===== config.mk =====
export PLATFORM = sky130hd
export DESIGN_NAME = ack_retransmission_tracker
export DESIGN_NICKNAME = d
export VERILOG_FILES = /design/src/sv/ackrt_pkg.sv /design/src/sv/ackrt_slot_mem.sv /design/src/sv/ack_retransmission_tracker.sv
export SDC_FILE = /design/constraint.sdc
export NUM_CORES = 1
export LEC_CHECK = 0
export BUFFER_PORTS_ARGS = -buffer_cell sky130_fd_sc_hd__buf_2
export CORE_ASPECT_RATIO = 0.8
export CORE_MARGIN = 5
export CORE_UTILIZATION = 47
export CTS_CLUSTER_DIAMETER = 30
export CTS_CLUSTER_SIZE = 8
export DETAILED_ROUTE_END_ITERATION = 7
export HOLD_SLACK_MARGIN = 0.05
export PLACE_DENSITY = 0.63
export SYNTH_ARGS = -nofsm -noshare
export SYNTH_HDL_FRONTEND = slang
export SYNTH_HIERARCHICAL = 1
export SYNTH_SLANG_ARGS = --single-unit

===== constraint.sdc =====
create_clock -name clock -period 8.15 [get_ports clock]
set_clock_uncertainty 0.2 [all_clocks]
set_input_delay 0.815 -clock clock [delete_from_list [all_inputs] [get_ports clock]]
set_output_delay 0.815 -clock clock [all_outputs]
set_load 0.1 [all_outputs]

===== src/sv/ackrt_pkg.sv =====
// Shared types and codes of the acknowledgement retransmission tracker.
// Holds field widths, action and result-kind codes, register indexes and
// the slot entry and result record layouts. No dependencies.
package ackrt_pkg;

   // Field widths
   localparam int CRC_W      = 16;
   localparam int TAG_W      = 16;
   localparam int LEN_W      = 9;
   localparam int TIME_W     = 16;
   localparam int TRY_W      = 4;
   localparam int KIND_W     = 4;
   localparam int SLOT_OUT_W = 3;
   localparam int ACT_W      = 2;
   localparam int QFREE_W    = 11;
   localparam int STEP_W     = 8;
   localparam int CSR_IDX_W  = 2;
   localparam int CSR_DATA_W = 16;

   // Request actions
   localparam logic [ACT_W-1:0] ACT_REGISTER = 2'd0;
   localparam logic [ACT_W-1:0] ACT_ACK      = 2'd1;
   localparam logic [ACT_W-1:0] ACT_TICK     = 2'd2;

   // Result kinds
   localparam logic [KIND_W-1:0] KIND_REGISTERED = 4'd0;
   localparam logic [KIND_W-1:0] KIND_DUPLICATE  = 4'd1;
   localparam logic [KIND_W-1:0] KIND_FULL       = 4'd2;
   localparam logic [KIND_W-1:0] KIND_IGNORED    = 4'd3;
   localparam logic [KIND_W-1:0] KIND_ACKED      = 4'd4;
   localparam logic [KIND_W-1:0] KIND_UNMATCHED  = 4'd5;
   localparam logic [KIND_W-1:0] KIND_RESEND     = 4'd6;
   localparam logic [KIND_W-1:0] KIND_BLOCKED    = 4'd7;
   localparam logic [KIND_W-1:0] KIND_GAVE_UP    = 4'd8;

   // Register indexes
   localparam logic [CSR_IDX_W-1:0] CSR_RETRY_INTERVAL = 2'd0;
   localparam logic [CSR_IDX_W-1:0] CSR_MAX_RETRIES    = 2'd1;
   localparam logic [CSR_IDX_W-1:0] CSR_TICK_STEP      = 2'd2;

   // Register reset values
   localparam logic [TIME_W-1:0] RST_RETRY_INTERVAL = 16'd100;
   localparam logic [TRY_W-1:0]  RST_MAX_RETRIES    = 4'd3;
   localparam logic [STEP_W-1:0] RST_TICK_STEP      = 8'd10;

   // Smallest frame that may be queued for resend
   localparam int MIN_FRAME = 7;

   // Error flag bit positions
   localparam int ERR_NO_ACK = 0;
   localparam int ERR_FULL   = 1;

   // One table slot as stored in memory
   typedef struct packed {
      logic [CRC_W-1:0]  crc;
      logic [TIME_W-1:0] elapsed;
      logic [TRY_W-1:0]  retry;
      logic [TAG_W-1:0]  tag;
      logic [LEN_W-1:0]  length;
   } entry_type;

   // One result record, without the last marker
   typedef struct packed {
      logic [KIND_W-1:0]     kind;
      logic [SLOT_OUT_W-1:0] slot;
      logic [TAG_W-1:0]      tag;
      logic [LEN_W-1:0]      length;
      logic [TRY_W-1:0]      tries;
      logic                  no_ack_error;
      logic                  full_error;
   } result_type;

endpackage


===== src/sv/ackrt_slot_mem.sv =====
// Slot table storage: one write port and one read port, registered read.
// Depends on ackrt_pkg for the entry layout.
module ackrt_slot_mem import ackrt_pkg::*; #(
   parameter int SLOTS = 8
) (
   input  logic                                   clock,
   input  logic                                   wr_en,
   input  logic [((SLOTS > 1) ? $clog2(SLOTS) : 1)-1:0] wr_addr,
   input  entry_type                              wr_data,
   input  logic                                   rd_en,
   input  logic [((SLOTS > 1) ? $clog2(SLOTS) : 1)-1:0] rd_addr,
   output entry_type                              rd_data
);

   entry_type mem_ff [SLOTS];
   entry_type rd_data_ff;

   // Write the entry
   always_ff @(posedge clock) begin
      if (wr_en) begin
         mem_ff[wr_addr] <= wr_data;
      end
   end

   // Registered read; hold the data between reads
   always_ff @(posedge clock) begin
      if (rd_en) begin
         rd_data_ff <= mem_ff[rd_addr];
      end
   end

   assign rd_data = rd_data_ff;

endmodule


===== src/sv/ack_retransmission_tracker.sv =====
// Acknowledgement retransmission tracker: table of frames awaiting an ack.
// Each scanned slot passes through a read state and an evaluate state, and the last result
// is registered in a flush state; a register or ack request stops at its hit, a tick scans
// all SLOTS, and an ignored register goes straight to the flush. One request at a time: the
// next is taken once the tracker is back in idle after the last result, later while results
// stall. Reset is synchronous: slots idle, flags and registers at defaults, no pass.
module ack_retransmission_tracker import ackrt_pkg::*; #(
   parameter int SLOTS       = 8,
   parameter int MAX_FRAME   = 256,
   parameter int QUEUE_BYTES = 1024
) (
   input  logic                  clock,
   input  logic                  reset,
   // request channel
   input  logic                  req_valid,
   output logic                  req_stall,
   input  logic [ACT_W-1:0]      req_action,
   input  logic [CRC_W-1:0]      req_frame_crc,
   input  logic [TAG_W-1:0]      req_frame_tag,
   input  logic [LEN_W-1:0]      req_frame_length,
   input  logic [QFREE_W-1:0]    req_queue_free,
   // result channel
   output logic                  rsp_valid,
   input  logic                  rsp_stall,
   output logic [KIND_W-1:0]     rsp_kind,
   output logic [SLOT_OUT_W-1:0] rsp_slot,
   output logic [TAG_W-1:0]      rsp_out_tag,
   output logic [LEN_W-1:0]      rsp_out_length,
   output logic [TRY_W-1:0]      rsp_tries,
   output logic                  rsp_no_ack_error,
   output logic                  rsp_full_error,
   output logic                  rsp_last,
   // configuration
   input  logic                  csr_wr_en,
   input  logic [CSR_IDX_W-1:0]  csr_index,
   input  logic [CSR_DATA_W-1:0] csr_data
);

   localparam int SLOT_W = (SLOTS > 1) ? $clog2(SLOTS) : 1;
   localparam logic [SLOT_W-1:0] LAST_IDX = SLOT_W'(SLOTS - 1);

   localparam logic [1:0] ST_IDLE  = 2'd0;
   localparam logic [1:0] ST_READ  = 2'd1;
   localparam logic [1:0] ST_EVAL  = 2'd2;
   localparam logic [1:0] ST_FLUSH = 2'd3;

   // control state
   logic [1:0]        state_ff, state_in;
   logic [SLOTS-1:0]  waiting_ff, waiting_in;
   logic [1:0]        flags_ff, flags_in;
   logic              hold_vld_ff, hold_vld_in;
   logic              rsp_valid_ff, rsp_valid_in;
   logic [TIME_W-1:0] interval_ff, interval_in;
   logic [TRY_W-1:0]  max_retries_ff, max_retries_in;
   logic [STEP_W-1:0] tick_step_ff, tick_step_in;

   // payload state
   logic [SLOT_W-1:0]  idx_ff, idx_in;
   logic [ACT_W-1:0]   action_ff, action_in;
   logic [CRC_W-1:0]   crc_ff, crc_in;
   logic [TAG_W-1:0]   tag_ff, tag_in;
   logic [LEN_W-1:0]   len_ff, len_in;
   logic [QFREE_W-1:0] room_ff, room_in;
   result_type         hold_ff, hold_in;
   result_type         rsp_ff, rsp_in;
   logic               rsp_last_ff, rsp_last_in;

   // memory port
   logic              mem_wr_en;
   entry_type         mem_wr_data;
   logic              mem_rd_en;
   entry_type         rd;

   // slot evaluation
   logic                  req_accept;
   logic                  out_free;
   logic                  wait_bit;
   logic                  crc_hit;
   logic                  is_last;
   logic [TIME_W:0]       age_sum;
   logic [TIME_W-1:0]     age_sat;
   logic                  len_ok;
   logic                  emit;
   logic                  stop;
   logic                  set_wait;
   logic                  clr_wait;
   logic [1:0]            flags_new;
   logic [QFREE_W-1:0]    room_next;
   result_type            res;
   logic [31:0]           idx_wide;
   logic [SLOT_OUT_W-1:0] slot_out;
   logic                  commit;

   ackrt_slot_mem #(
      .SLOTS (SLOTS)
   ) u_mem (
      .clock   (clock),
      .wr_en   (mem_wr_en),
      .wr_addr (idx_ff),
      .wr_data (mem_wr_data),
      .rd_en   (mem_rd_en),
      .rd_addr (idx_ff),
      .rd_data (rd)
   );

   assign req_accept = req_valid && !req_stall;
   assign req_stall  = (state_ff != ST_IDLE);
   assign out_free   = !rsp_valid_ff || !rsp_stall;
   assign mem_rd_en  = (state_ff == ST_READ);

   assign idx_wide = 32'(idx_ff);
   assign slot_out = idx_wide[SLOT_OUT_W-1:0];

   // Evaluate the slot whose entry has just been read
   assign wait_bit = waiting_ff[idx_ff];
   assign crc_hit  = (rd.crc == crc_ff);
   assign is_last  = (idx_ff == LAST_IDX);
   assign age_sum  = {1'b0, rd.elapsed} + (TIME_W + 1)'(tick_step_ff);
   assign age_sat  = age_sum[TIME_W] ? {TIME_W{1'b1}} : age_sum[TIME_W-1:0];
   assign len_ok   = (32'(rd.length) >= MIN_FRAME) && (32'(rd.length) <= MAX_FRAME)
                     && (room_ff >= QFREE_W'(rd.length));

   always_comb begin
      emit        = 1'b0;
      stop        = 1'b0;
      set_wait    = 1'b0;
      clr_wait    = 1'b0;
      mem_wr_data = rd;
      flags_new   = flags_ff;
      room_next   = room_ff;
      res         = '0;
      res.slot    = slot_out;
      res.tag     = rd.tag;
      res.length  = rd.length;
      case (action_ff)
         ACT_REGISTER: begin
            if (!wait_bit) begin
               set_wait            = 1'b1;
               mem_wr_data.crc     = crc_ff;
               mem_wr_data.elapsed = '0;
               mem_wr_data.retry   = '0;
               mem_wr_data.tag     = tag_ff;
               mem_wr_data.length  = len_ff;
               emit                = 1'b1;
               stop                = 1'b1;
               res.kind            = KIND_REGISTERED;
               res.tag             = tag_ff;
               res.length          = len_ff;
            end else if (crc_hit) begin
               emit      = 1'b1;
               stop      = 1'b1;
               res.kind  = KIND_DUPLICATE;
               res.tries = rd.retry;
            end else if (is_last) begin
               flags_new[ERR_FULL] = 1'b1;
               emit                = 1'b1;
               res                 = '0;
               res.kind            = KIND_FULL;
            end
         end
         ACT_ACK: begin
            if (wait_bit && crc_hit) begin
               clr_wait = 1'b1;
               emit     = 1'b1;
               stop     = 1'b1;
               res.kind = KIND_ACKED;
            end else if (is_last) begin
               emit     = 1'b1;
               res      = '0;
               res.kind = KIND_UNMATCHED;
            end
         end
         ACT_TICK: begin
            if (wait_bit) begin
               mem_wr_data.elapsed = age_sat;
               if (age_sat >= interval_ff) begin
                  emit = 1'b1;
                  if (rd.retry < max_retries_ff) begin
                     if (len_ok) begin
                        room_next           = room_ff - QFREE_W'(rd.length);
                        mem_wr_data.retry   = rd.retry + 1'b1;
                        mem_wr_data.elapsed = '0;
                        res.kind            = KIND_RESEND;
                        res.tries           = rd.retry + 1'b1;
                     end else begin
                        flags_new[ERR_NO_ACK] = 1'b1;
                        res.kind              = KIND_BLOCKED;
                        res.tries             = rd.retry;
                     end
                  end else begin
                     clr_wait = 1'b1;
                     res.kind = KIND_GAVE_UP;
                  end
               end
            end
         end
         default: begin
         end
      endcase
      res.no_ack_error = flags_new[ERR_NO_ACK];
      res.full_error   = flags_new[ERR_FULL];
   end

   // Evaluation commits unless it must push the held result into a busy output
   assign commit    = !emit || !hold_vld_ff || out_free;
   assign mem_wr_en = (state_ff == ST_EVAL) && commit && (action_ff == ACT_TICK ?
                      wait_bit : set_wait);

   // Sequence the scan and the result hand-off
   always_comb begin
      state_in       = state_ff;
      waiting_in     = waiting_ff;
      flags_in       = flags_ff;
      hold_vld_in    = hold_vld_ff;
      rsp_valid_in   = rsp_valid_ff && rsp_stall;
      interval_in    = interval_ff;
      max_retries_in = max_retries_ff;
      tick_step_in   = tick_step_ff;
      idx_in         = idx_ff;
      action_in      = action_ff;
      crc_in         = crc_ff;
      tag_in         = tag_ff;
      len_in         = len_ff;
      room_in        = room_ff;
      hold_in        = hold_ff;
      rsp_in         = rsp_ff;
      rsp_last_in    = rsp_last_ff;

      if (csr_wr_en) begin
         case (csr_index)
            CSR_RETRY_INTERVAL: interval_in    = csr_data;
            CSR_MAX_RETRIES:    max_retries_in = csr_data[TRY_W-1:0];
            CSR_TICK_STEP:      tick_step_in   = csr_data[STEP_W-1:0];
            default: begin
            end
         endcase
      end

      case (state_ff)
         ST_IDLE: begin
            if (req_accept) begin
               action_in = req_action;
               crc_in    = req_frame_crc;
               tag_in    = req_frame_tag;
               len_in    = req_frame_length;
               idx_in    = '0;
               room_in   = (32'(req_queue_free) > QUEUE_BYTES) ? QFREE_W'(QUEUE_BYTES)
                                                               : req_queue_free;
               if (req_action == ACT_REGISTER && req_frame_length == '0) begin
                  hold_in                  = '0;
                  hold_in.kind             = KIND_IGNORED;
                  hold_in.no_ack_error     = flags_ff[ERR_NO_ACK];
                  hold_in.full_error       = flags_ff[ERR_FULL];
                  hold_vld_in              = 1'b1;
                  state_in                 = ST_FLUSH;
               end else if (req_action == ACT_REGISTER || req_action == ACT_ACK ||
                            req_action == ACT_TICK) begin
                  state_in = ST_READ;
               end
            end
         end
         ST_READ: begin
            state_in = ST_EVAL;
         end
         ST_EVAL: begin
            if (commit) begin
               if (set_wait) begin
                  waiting_in[idx_ff] = 1'b1;
               end
               if (clr_wait) begin
                  waiting_in[idx_ff] = 1'b0;
               end
               flags_in = flags_new;
               room_in  = room_next;
               if (emit) begin
                  // push the older result out, keep the newest one back
                  if (hold_vld_ff) begin
                     rsp_in       = hold_ff;
                     rsp_last_in  = 1'b0;
                     rsp_valid_in = 1'b1;
                  end
                  hold_in     = res;
                  hold_vld_in = 1'b1;
               end
               if (stop || is_last) begin
                  state_in = ST_FLUSH;
               end else begin
                  idx_in   = idx_ff + 1'b1;
                  state_in = ST_READ;
               end
            end
         end
         ST_FLUSH: begin
            if (!hold_vld_ff) begin
               state_in = ST_IDLE;
            end else if (out_free) begin
               rsp_in       = hold_ff;
               rsp_last_in  = 1'b1;
               rsp_valid_in = 1'b1;
               hold_vld_in  = 1'b0;
               state_in     = ST_IDLE;
            end
         end
         default: begin
            state_in = ST_IDLE;
         end
      endcase
   end

   // Control registers
   always_ff @(posedge clock) begin
      if (reset) begin
         state_ff       <= ST_IDLE;
         waiting_ff     <= '0;
         flags_ff       <= '0;
         hold_vld_ff    <= 1'b0;
         rsp_valid_ff   <= 1'b0;
         interval_ff    <= RST_RETRY_INTERVAL;
         max_retries_ff <= RST_MAX_RETRIES;
         tick_step_ff   <= RST_TICK_STEP;
      end else begin
         state_ff       <= state_in;
         waiting_ff     <= waiting_in;
         flags_ff       <= flags_in;
         hold_vld_ff    <= hold_vld_in;
         rsp_valid_ff   <= rsp_valid_in;
         interval_ff    <= interval_in;
         max_retries_ff <= max_retries_in;
         tick_step_ff   <= tick_step_in;
      end
   end

   // Payload registers
   always_ff @(posedge clock) begin
      idx_ff      <= idx_in;
      action_ff   <= action_in;
      crc_ff      <= crc_in;
      tag_ff      <= tag_in;
      len_ff      <= len_in;
      room_ff     <= room_in;
      hold_ff     <= hold_in;
      rsp_ff      <= rsp_in;
      rsp_last_ff <= rsp_last_in;
   end

   assign rsp_valid        = rsp_valid_ff;
   assign rsp_kind         = rsp_ff.kind;
   assign rsp_slot         = rsp_ff.slot;
   assign rsp_out_tag      = rsp_ff.tag;
   assign rsp_out_length   = rsp_ff.length;
   assign rsp_tries        = rsp_ff.tries;
   assign rsp_no_ack_error = rsp_ff.no_ack_error;
   assign rsp_full_error   = rsp_ff.full_error;
   assign rsp_last         = rsp_last_ff;

endmodule


==> summary.md, run 1 <==
| Metric | Value |
|---|---|
| Total leakage power | 12.15 nW |
| Synthesis-stage register bit count | 725 |
| Avg WL per Cell | 22.68 um |
| Busiest grt layer | met2 |
| Crit path launch | u_mem/rd_data[29]$_DFFE_PP_ |
| Setup Slack @ Placement | 1.434 ns |
| CTS Buffer Depth | 3 |
| Met2 Use GR | 29.38% |
| DRT iter0 DRCs | 1346 |
| Async S/R FF share, synth | 0% |
| Clock latency on the worst-skew pair | 0.71 ns |
| Die X | 289.9 um |
| Syn nets | 1824 |
| Post-route DRC | 0 |
| Setup_tns | 0 ns |
| H-tree depth | 4 |
| Rows | 82 |
| Max-slew headroom | 12.43% |
| Switching Share | 22.43% |
| # setup viols final | 0 |
| Largest net degree at the start of global routing | 98 |
| Max FO, Critical Path | 19 |
| Unrepaired setup endpoints after global routing | false |
| Antenna cells | 0 |
| Smallest hold slack | 0.09931 ns |
| Routed vias | 16040 |
| Top post-synthesis cells by area | edfxtp_1 70%, mux4_2 9.3%, dfxtp_1 2.9%, nand2_1 2.5%, mux2_2 2.4% |
| Core box area | 62380 um^2 |
| Io pins | 118 |
| Comb power frac | 7.9% |
| M1 GR Usage | 28.05% |
| Die ar. | 67800 um^2 |
| Minimum clock period | 6.806 ns |
| Post-DRT Antenna Nets | 0 |
| Ys Warns | 6 |
| Avg Inst Size Synth | 17.32 um^2 |
| EDFF count, synth | 683 |
| Internal Power | 7.787 mW |
| DR vias/cell | 5.646 |
| Worst hold path type | in -> reg |
| Switching Power | 2.251 mW |
| Die span in y | 233.9 um |
| Arr. time, crit path | 6.98 ns |
| GR Layer Usage met3 | 4.640% |
| Tcrit/Tclk final | 83.51% |
| Most frequent cell after synthesis | edfxtp_1 |
| Max cap viols | 0 |
| PD cells | 284.7 nW/um^2 |
| Max Fclk | 146.9 MHz |
| Worst-path clk slew | 0.05 ns |
| Vias in the first global route | 16770 |
| Dpl hpwl | 37350 um |
| Tightest Pin Transition | 1.300 ns |
| Port Buffers | 117 |
| Largest area contributor in the netlist | edfxtp_1 |
| Nets | 2043 |
| Initial antenna violation count | 0 |
| Outcome | finished, final reports clean |
| Kind of critical path | reg -> reg |
| RR Startpoint | u_mem/rd_data[29]$_DFFE_PP_ |
| Setup bufs post-CTS | 0 |
| Sequential share of power | 42.8% |
| Sequential fraction of the synthesis area | 72.49% |
| CTS Buf Count | 131 |
| First-pass GRT wire length | 100200 um |
| Layout cells sized above 1 | 26.25% |
| Final Wtd Congestion | 0.8348 |
| Worst vdd ir | 0.2001 mV |
| Initial Utilization | 47.22% |
| Clk pwr share | 49.2% |
| Top FF cell, synth | edfxtp_1 |
| CTS tree | done |
| Required time worst endpoint | 8.33 ns |
| Share of the synthesized area in the top cell type | 69.63% |
| Count of cell types in the netlist | 66 |
| Placed cell area | 31020 um^2 |
| CTS sink count | 725 |
| Fin. Hold Viols | 0 |
| Drt pass-1 iters | 5 |
| GRT Total Usage | 19.30% |
| Final slew viol count | 0 |
| Mapped Area | 29450 um^2 |
| Root buf cell | clkbuf_16 |
| PnR worst setup slack | 1.344 ns |
| Area grow syn2layout | 19.71% |
| GRT overflow | 0 |
| Crit end category | flip-flop |
| Crit start category | flip-flop |
| Drt total wl | 64400 um |
| Syn Inst Count | 1701 |
| Top cells by count, synth | 683 x edfxtp_1, 200 x nand2_1, 122 x mux4_2, 70 x a21oi_1, 64 x mux2_2 |
| Hold Path Origin | req_frame_crc[0] |
| Final Cell Area | 35260 um^2 |
worst max-delay path, stage by stage, from the launching register on:
cell and delay (ns):
edfxtp_1 0.39, ha_1 0.23, fa_1 0.41, a21o_1 0.20
a21oi_1 0.27, o21ai_0 0.24, and2_0 0.33, and3_1 0.23
mux2_2 0.29, ha_1 0.32, a21oi_1 0.13, a21boi_0 0.11
a311oi_1 0.33, a31oi_1 0.28, o21ai_2 0.58, and3_1 0.31
nand2b_1 0.24, nor3_4 0.97, buf_4 0.41
cells in the final DEF (no fill, tap or decap), types with 19 or more instances in the layout:
cell type	count
xor2_1	24
dlygate4sd3_1	20
o21ai_0	39
edfxtp_1	683
clkbuf_16	137
clkbuf_1	20
dfxtp_1	42
mux2_2	64
nor2_1	48
ha_1	44
a21oi_1	70
mux4_2	122
nand2_1	199
buf_4	19
inv_1	43
clkinv_1	21
buf_2	117
final cells by class:
type                       instances  area, um^2
clock inverter                    56       534.3
sequential                       725       21350
timing repair buffer             160        1008
multi-input combinational        858        7645
fill                            4841       27120
inverter                          44       165.2
tap                              840        1051
clock buffer                     157        3503
per-layer routing:
layer,part of all wire [%],up-vias
met4,1.8,0
li1,-,7182
met1,47,8262
met3,5.9,103
met5,0,-
met2,45,488
sequential cells by signal, indices dropped and copies added (netlist names), 4 cells and up:
signal          flops
u_mem/mem_ff      488
u_mem/rd_data      61
hold_ff            38
crc_ff             16
interval_ff        16
rsp_out_tag        16
tag_ff             16
room_ff            11
len_ff              9
rsp_out_length      9
tick_step_ff        8
waiting_ff          8
max_retries_ff      4
rsp_kind            4
rsp_tries           4
metrics by stage:
stage               instances  utilization (%)  power [mW]
floorplan                1701                -       4.905
global placement         2607            49.73       5.132
detailed placement       2607            49.73       5.152
CTS                      2840            56.52       10.14
global route             2840            56.52       10.42
finish                   2840            56.52       10.04
what timing repair did:
action,in CTS,in global routing
hold buffers,20,0
hold endpoints to repair,20,0
gates resized for setup,0,0
endpoints found under the setup margin,0,0
cell families (layout without fill, tap and decap cells):
logic type | Yosys count | in the layout | synth area share [%]
mux | 197 | 197 | 12.15
flops | 725 | 725 | 72.49
xor+xnor | 31 | 31 | 0.9218
compound gates | 217 | 217 | 4.945
simple gates | 367 | 367 | 5.599
buf+inv | 118 | 417 | 1.890
fa+ha+maj | 46 | 46 | 2.005
power groups by stage:
stage	combinational (mW)	sequential (mW)	clock (mW)
final	0.796	4.30	4.94
after global routing	0.877	4.30	5.24
after CTS	0.802	4.30	5.04
after detailed placement	0.789	4.36	0
after global placement	0.772	4.36	0
after floorplan	0.558	4.35	0
path summary, 6_finish.rpt:
check	slack [ns]	to	cells past startpoint
max reg2reg	1.34	u_mem/mem_ff[0][18]$_DFFE_PP_	18
min	0.1	crc_ff[0]$_DFFE_PP_	1
min reg2reg	0.21	rsp_out_tag[6]$_DFFE_PP_	0
max	1.34	u_mem/mem_ff[0][18]$_DFFE_PP_	18
(Power assumes the default switching activity.)
==> run 2, diff against run 1 <==
--- a/config.mk
+++ b/config.mk
@@ -5,6 +5,7 @@
 export SDC_FILE = /design/constraint.sdc
 export NUM_CORES = 1
 export LEC_CHECK = 0
+export ABC_AREA = 1
 export BUFFER_PORTS_ARGS = -buffer_cell sky130_fd_sc_hd__buf_2
 export CORE_ASPECT_RATIO = 0.8
 export CORE_MARGIN = 5
@@ -13,7 +14,7 @@
 export CTS_CLUSTER_SIZE = 8
 export DETAILED_ROUTE_END_ITERATION = 7
 export HOLD_SLACK_MARGIN = 0.05
-export PLACE_DENSITY = 0.63
+export PLACE_DENSITY = 0.6
 export SYNTH_ARGS = -nofsm -noshare
 export SYNTH_HDL_FRONTEND = slang
 export SYNTH_HIERARCHICAL = 1
==> constraint.sdc (replaced) <==
create_clock -name clock -period 7.1 [get_ports clock]
set_clock_uncertainty 0.2 [all_clocks]
set_input_delay 0.71 -clock clock [delete_from_list [all_inputs] [get_ports clock]]
set_output_delay 0.71 -clock clock [all_outputs]
set_load 0.1 [all_outputs]
==> summary.md, run 2 <==
| Metric | Value |
|---|---|
| Final Wtd Congestion | 0.8688 (+4.1%) |
| Minimum clock period | 5.886 ns (-0.9207 ns) |
| CTS Buf Count | 142 (+8.4%) |
| Kind of critical path | reg -> reg |
| Dpl hpwl | 51880 um (+39%) |
| CP max stage cell | nor2_4 |
| Nets | 3695 (+81%) |
| DRT iter0 DRCs | 1855 (+38%) |
| Layout cells sized above 1 | 11.02% (-15 points) |
| Sequential cell area | 21350 um^2 (unchanged) |
| Finished Layout Cells | 4600 (+62%) |
| Fill cell count | 5817 (+20%) |
| CTS sink count | 725 (unchanged) |
| DR vias/cell | 5.034 (-11%) |
| Max-slew headroom | 17.96% (+5.5 points) |
| Hold path depth | 3 (+2) |
| Top reg by flops | u_mem/mem_ff |
| Routed vias | 23160 (+44%) |
| Area grow syn2layout | 20.33% |
| Drt total wl | 84810 um (+32%) |
| PD cells | 351.7 nW/um^2 (+24%) |
| Initial Utilization | 47.50% (+0.28 points) |
| Die span in y | 246.1 um (+5.2%) |
| Io pins | 118 (unchanged) |
| Syn Inst Count | 3352 (+97%) |
| CP delay by family, top | simple AND/OR/NAND/NOR gates |
| Root buf cell | clkbuf_16 |
| Max FO, Critical Path | 46 (+27) |
| Die X | 305.2 um (+5.3%) |
| Avg WL per Cell | 18.44 um (-19%) |
| Top cells by count, synth | 1146 x nand2_1, 683 x edfxtp_1, 629 x inv_1, 302 x nand3_1, 98 x o21ai_0 |
| Final slew viol count | 0 (unchanged) |
| Max reg flops | 488 (unchanged) |
| Most used cell along the critical path | nand2_1 |
| Sequential fraction of the synthesis area | 65.17% (-7.3 points) |
| Post-route DRC | 0 (unchanged) |
| Top FF cell, synth | edfxtp_1 |
| Post-CTS sizing | 0 (unchanged) |
| Ys Warns | 6 (unchanged) |
| Port Buffers | 117 (unchanged) |
| Commonest non-fill, non-tap cells in the layout | 1146 x nand2_1, 683 x edfxtp_1, 629 x inv_1 |
| First-pass GRT wire length | 130500 um (+30%) |
| Required time worst endpoint | 7.25 ns (-1.08 ns) |
| Avg Inst Size Synth | 9.773 um^2 (-44%) |
| Total leakage power | 17.50 nW (+44%) |
| Vias in the first global route | 22530 (+34%) |
| Most frequent cell after synthesis | nand2_1 |
| Max cap viols | 0 (unchanged) |
| Crit start category | flip-flop |
| Arr. time, crit path | 6.04 ns (-0.94 ns) |
| Multi-input logic area | 8467 um^2 (+11%) |
| Antenna cells | 0 (unchanged) |
| Async S/R FF share, synth | 0% (unchanged) |
| Outcome | finished, final reports clean |
| Initial antenna violation count | 3 (+3) |
| H-tree depth | 4 (unchanged) |
| Largest area contributor in the netlist | edfxtp_1 |
| Smallest hold slack | 0.1060 ns (+0.006694 ns) |
| Largest net degree at the start of global routing | 136 (+39%) |
| Unrepaired setup endpoints after global routing | false |
| Slowest stage delay, CP | 0.69 ns (-0.28 ns) |
| Syn nets | 3475 (+91%) |
| Rows | 86 (+4.9%) |
| EDFF count, synth | 683 (unchanged) |
| Core box area | 68970 um^2 (+11%) |
| CTS Buffer Depth | 3 (unchanged) |
| # setup viols final | 0 (unchanged) |
| GRT overflow | 0 (unchanged) |
| CTS tree | done |
| Drt pass-1 iters | 6 (+1) |
| DP Cell Count | 4309 (+65%) |
| Tightest Pin Transition | 1.229 ns (-0.07063 ns) |
| Fin. Hold Viols | 0 (unchanged) |
| Worst hold path type | in -> reg |
| Top post-synthesis cells by area | edfxtp_1 63%, nand2_1 13%, inv_1 7.2%, nand3_1 4.6%, dfxtp_1 2.6% |
| GRT Total Usage | 22.40% (+3.1 points) |
| Share of the synthesized area in the top cell type | 62.61% (-7.0 points) |
| Setup bufs post-CTS | 0 (unchanged) |
| Post-DRT Antenna Nets | 0 (unchanged) |
| Die ar. | 75120 um^2 (+11%) |
| Count of cell types in the netlist | 45 (-32%) |
| Setup_tns | 0 ns (unchanged) |
| CP Buf/Inv Count | 1 (unchanged) |
| Stages on the worst setup path | 25 (+7) |
| Mapped Area | 32760 um^2 (+11%) |
| Clock latency on the worst-skew pair | 0.70 ns (about the same) |
| Worst-path clk slew | 0.04 ns (about the same) |
| Cells on worst reg2reg path | 25 (+7) |
| Max Fclk | 169.9 MHz (+16%) |
| Crit end category | flip-flop |
| Worst vdd ir | 0.2378 mV (+19%) |
| Tcrit/Tclk final | 82.90% (-0.62 points) |
| Synthesis-stage register bit count | 725 (unchanged) |
| Most common cell after layout, fill and taps aside | nand2_1 |
-- run 2: per-stage QoR --
step / worst slack, ns / utilization, % / area [um^2] / power, mW
floorplan: 0.6418 / - / 32760 / 6.747
global placement: 1.351 / 49.78 / 34340 / 7.430
detailed placement: 1.222 / 49.78 / 34340 / 7.459
CTS: 1.202 / 57.15 / 39420 / 13.97
global route: 0.7447 / 57.15 / 39420 / 14.46
finish: 1.214 / 57.15 / 39420 / 13.86
-- run 2: per-layer routing --
metal | GRT usage (%) | share of wire, %
met1 | 32.10 | 46
met2 | 34.95 | 45
met3 | 4.555 | 7.1
met4 | 6.701 | 1.9
met5 | 0 | 0.015
-- run 2: cell type report --
cell class              count  area share, %
clock buffers             164          9.465
clock inverters            84          2.339
inverters                 639          6.116
multi-input cells        1865          21.48
flip-flops and latches    725          54.16
well taps                 924          2.933
repair buffers            199          3.510
-- run 2: cell families (layout without fill, tap and decap cells) --
logic type / count (synthesis) / in the layout / synth area share (%)
muxes: 1 / 1 / 0.03056
buffers and inverters: 762 / 1086 / 9.296
and+or+nand+nor: 1588 / 1588 / 19.81
DFF: 725 / 725 / 65.17
xor gates and xnor gates: 15 / 15 / 0.4010
AOI/OAI and AO/OA: 215 / 215 / 3.491
adders and majority gates: 46 / 46 / 1.803
-- run 2: worst paths after layout --
kind | start | slack [ns] | to
setup / recovery | u_mem/rd_data[29]$_DFFE_PP_ | 1.21 | u_mem/mem_ff[5][12]$_DFFE_PP_
hold / removal | csr_data[15] | 0.11 | interval_ff[15]$_SDFFE_PP0P_
setup reg to reg | u_mem/rd_data[29]$_DFFE_PP_ | 1.21 | u_mem/mem_ff[5][12]$_DFFE_PP_
hold reg to reg | hold_ff[27]$_SDFFCE_PN0P_ | 0.21 | rsp_out_tag[12]$_DFFE_PP_
-- run 2: worst reg2reg max path: stages, from the launching register on --
cell and delay [ns]:
edfxtp_1 0.39, ha_1 0.23, fa_1 0.39, nand2_1 0.12, o21ai_2 0.09, nand2_1 0.09
nand2_1 0.10, nand3_1 0.19, nor2_2 0.11, nand2_1 0.34, o21ai_0 0.27, ha_1 0.37
a21oi_1 0.13, o21ai_0 0.10, nor2_1 0.09, nand2_1 0.09, nand2_1 0.12, nand2_1 0.08
nand2_1 0.14, nand3_2 0.12, nand2_2 0.10, nor2_2 0.07, nor3_1 0.21, nand2_1 0.29
nor2_4 0.69, buf_12 0.40
-- run 2: power by group --
group / switching (mW) / total (mW) / internal, mW
registers: 0.115 / 5.30 / 5.19
logic: 1.59 / 2.11 / 0.528
clock network: 2.13 / 6.45 / 4.31
-- run 2: what timing repair did --
| action | CTS | global route |
|---|---|---|
| endpoints found under the setup margin | 0 | 0 |
| hold buffers | 43 | 0 |
| hold endpoints to repair | 43 | 0 |
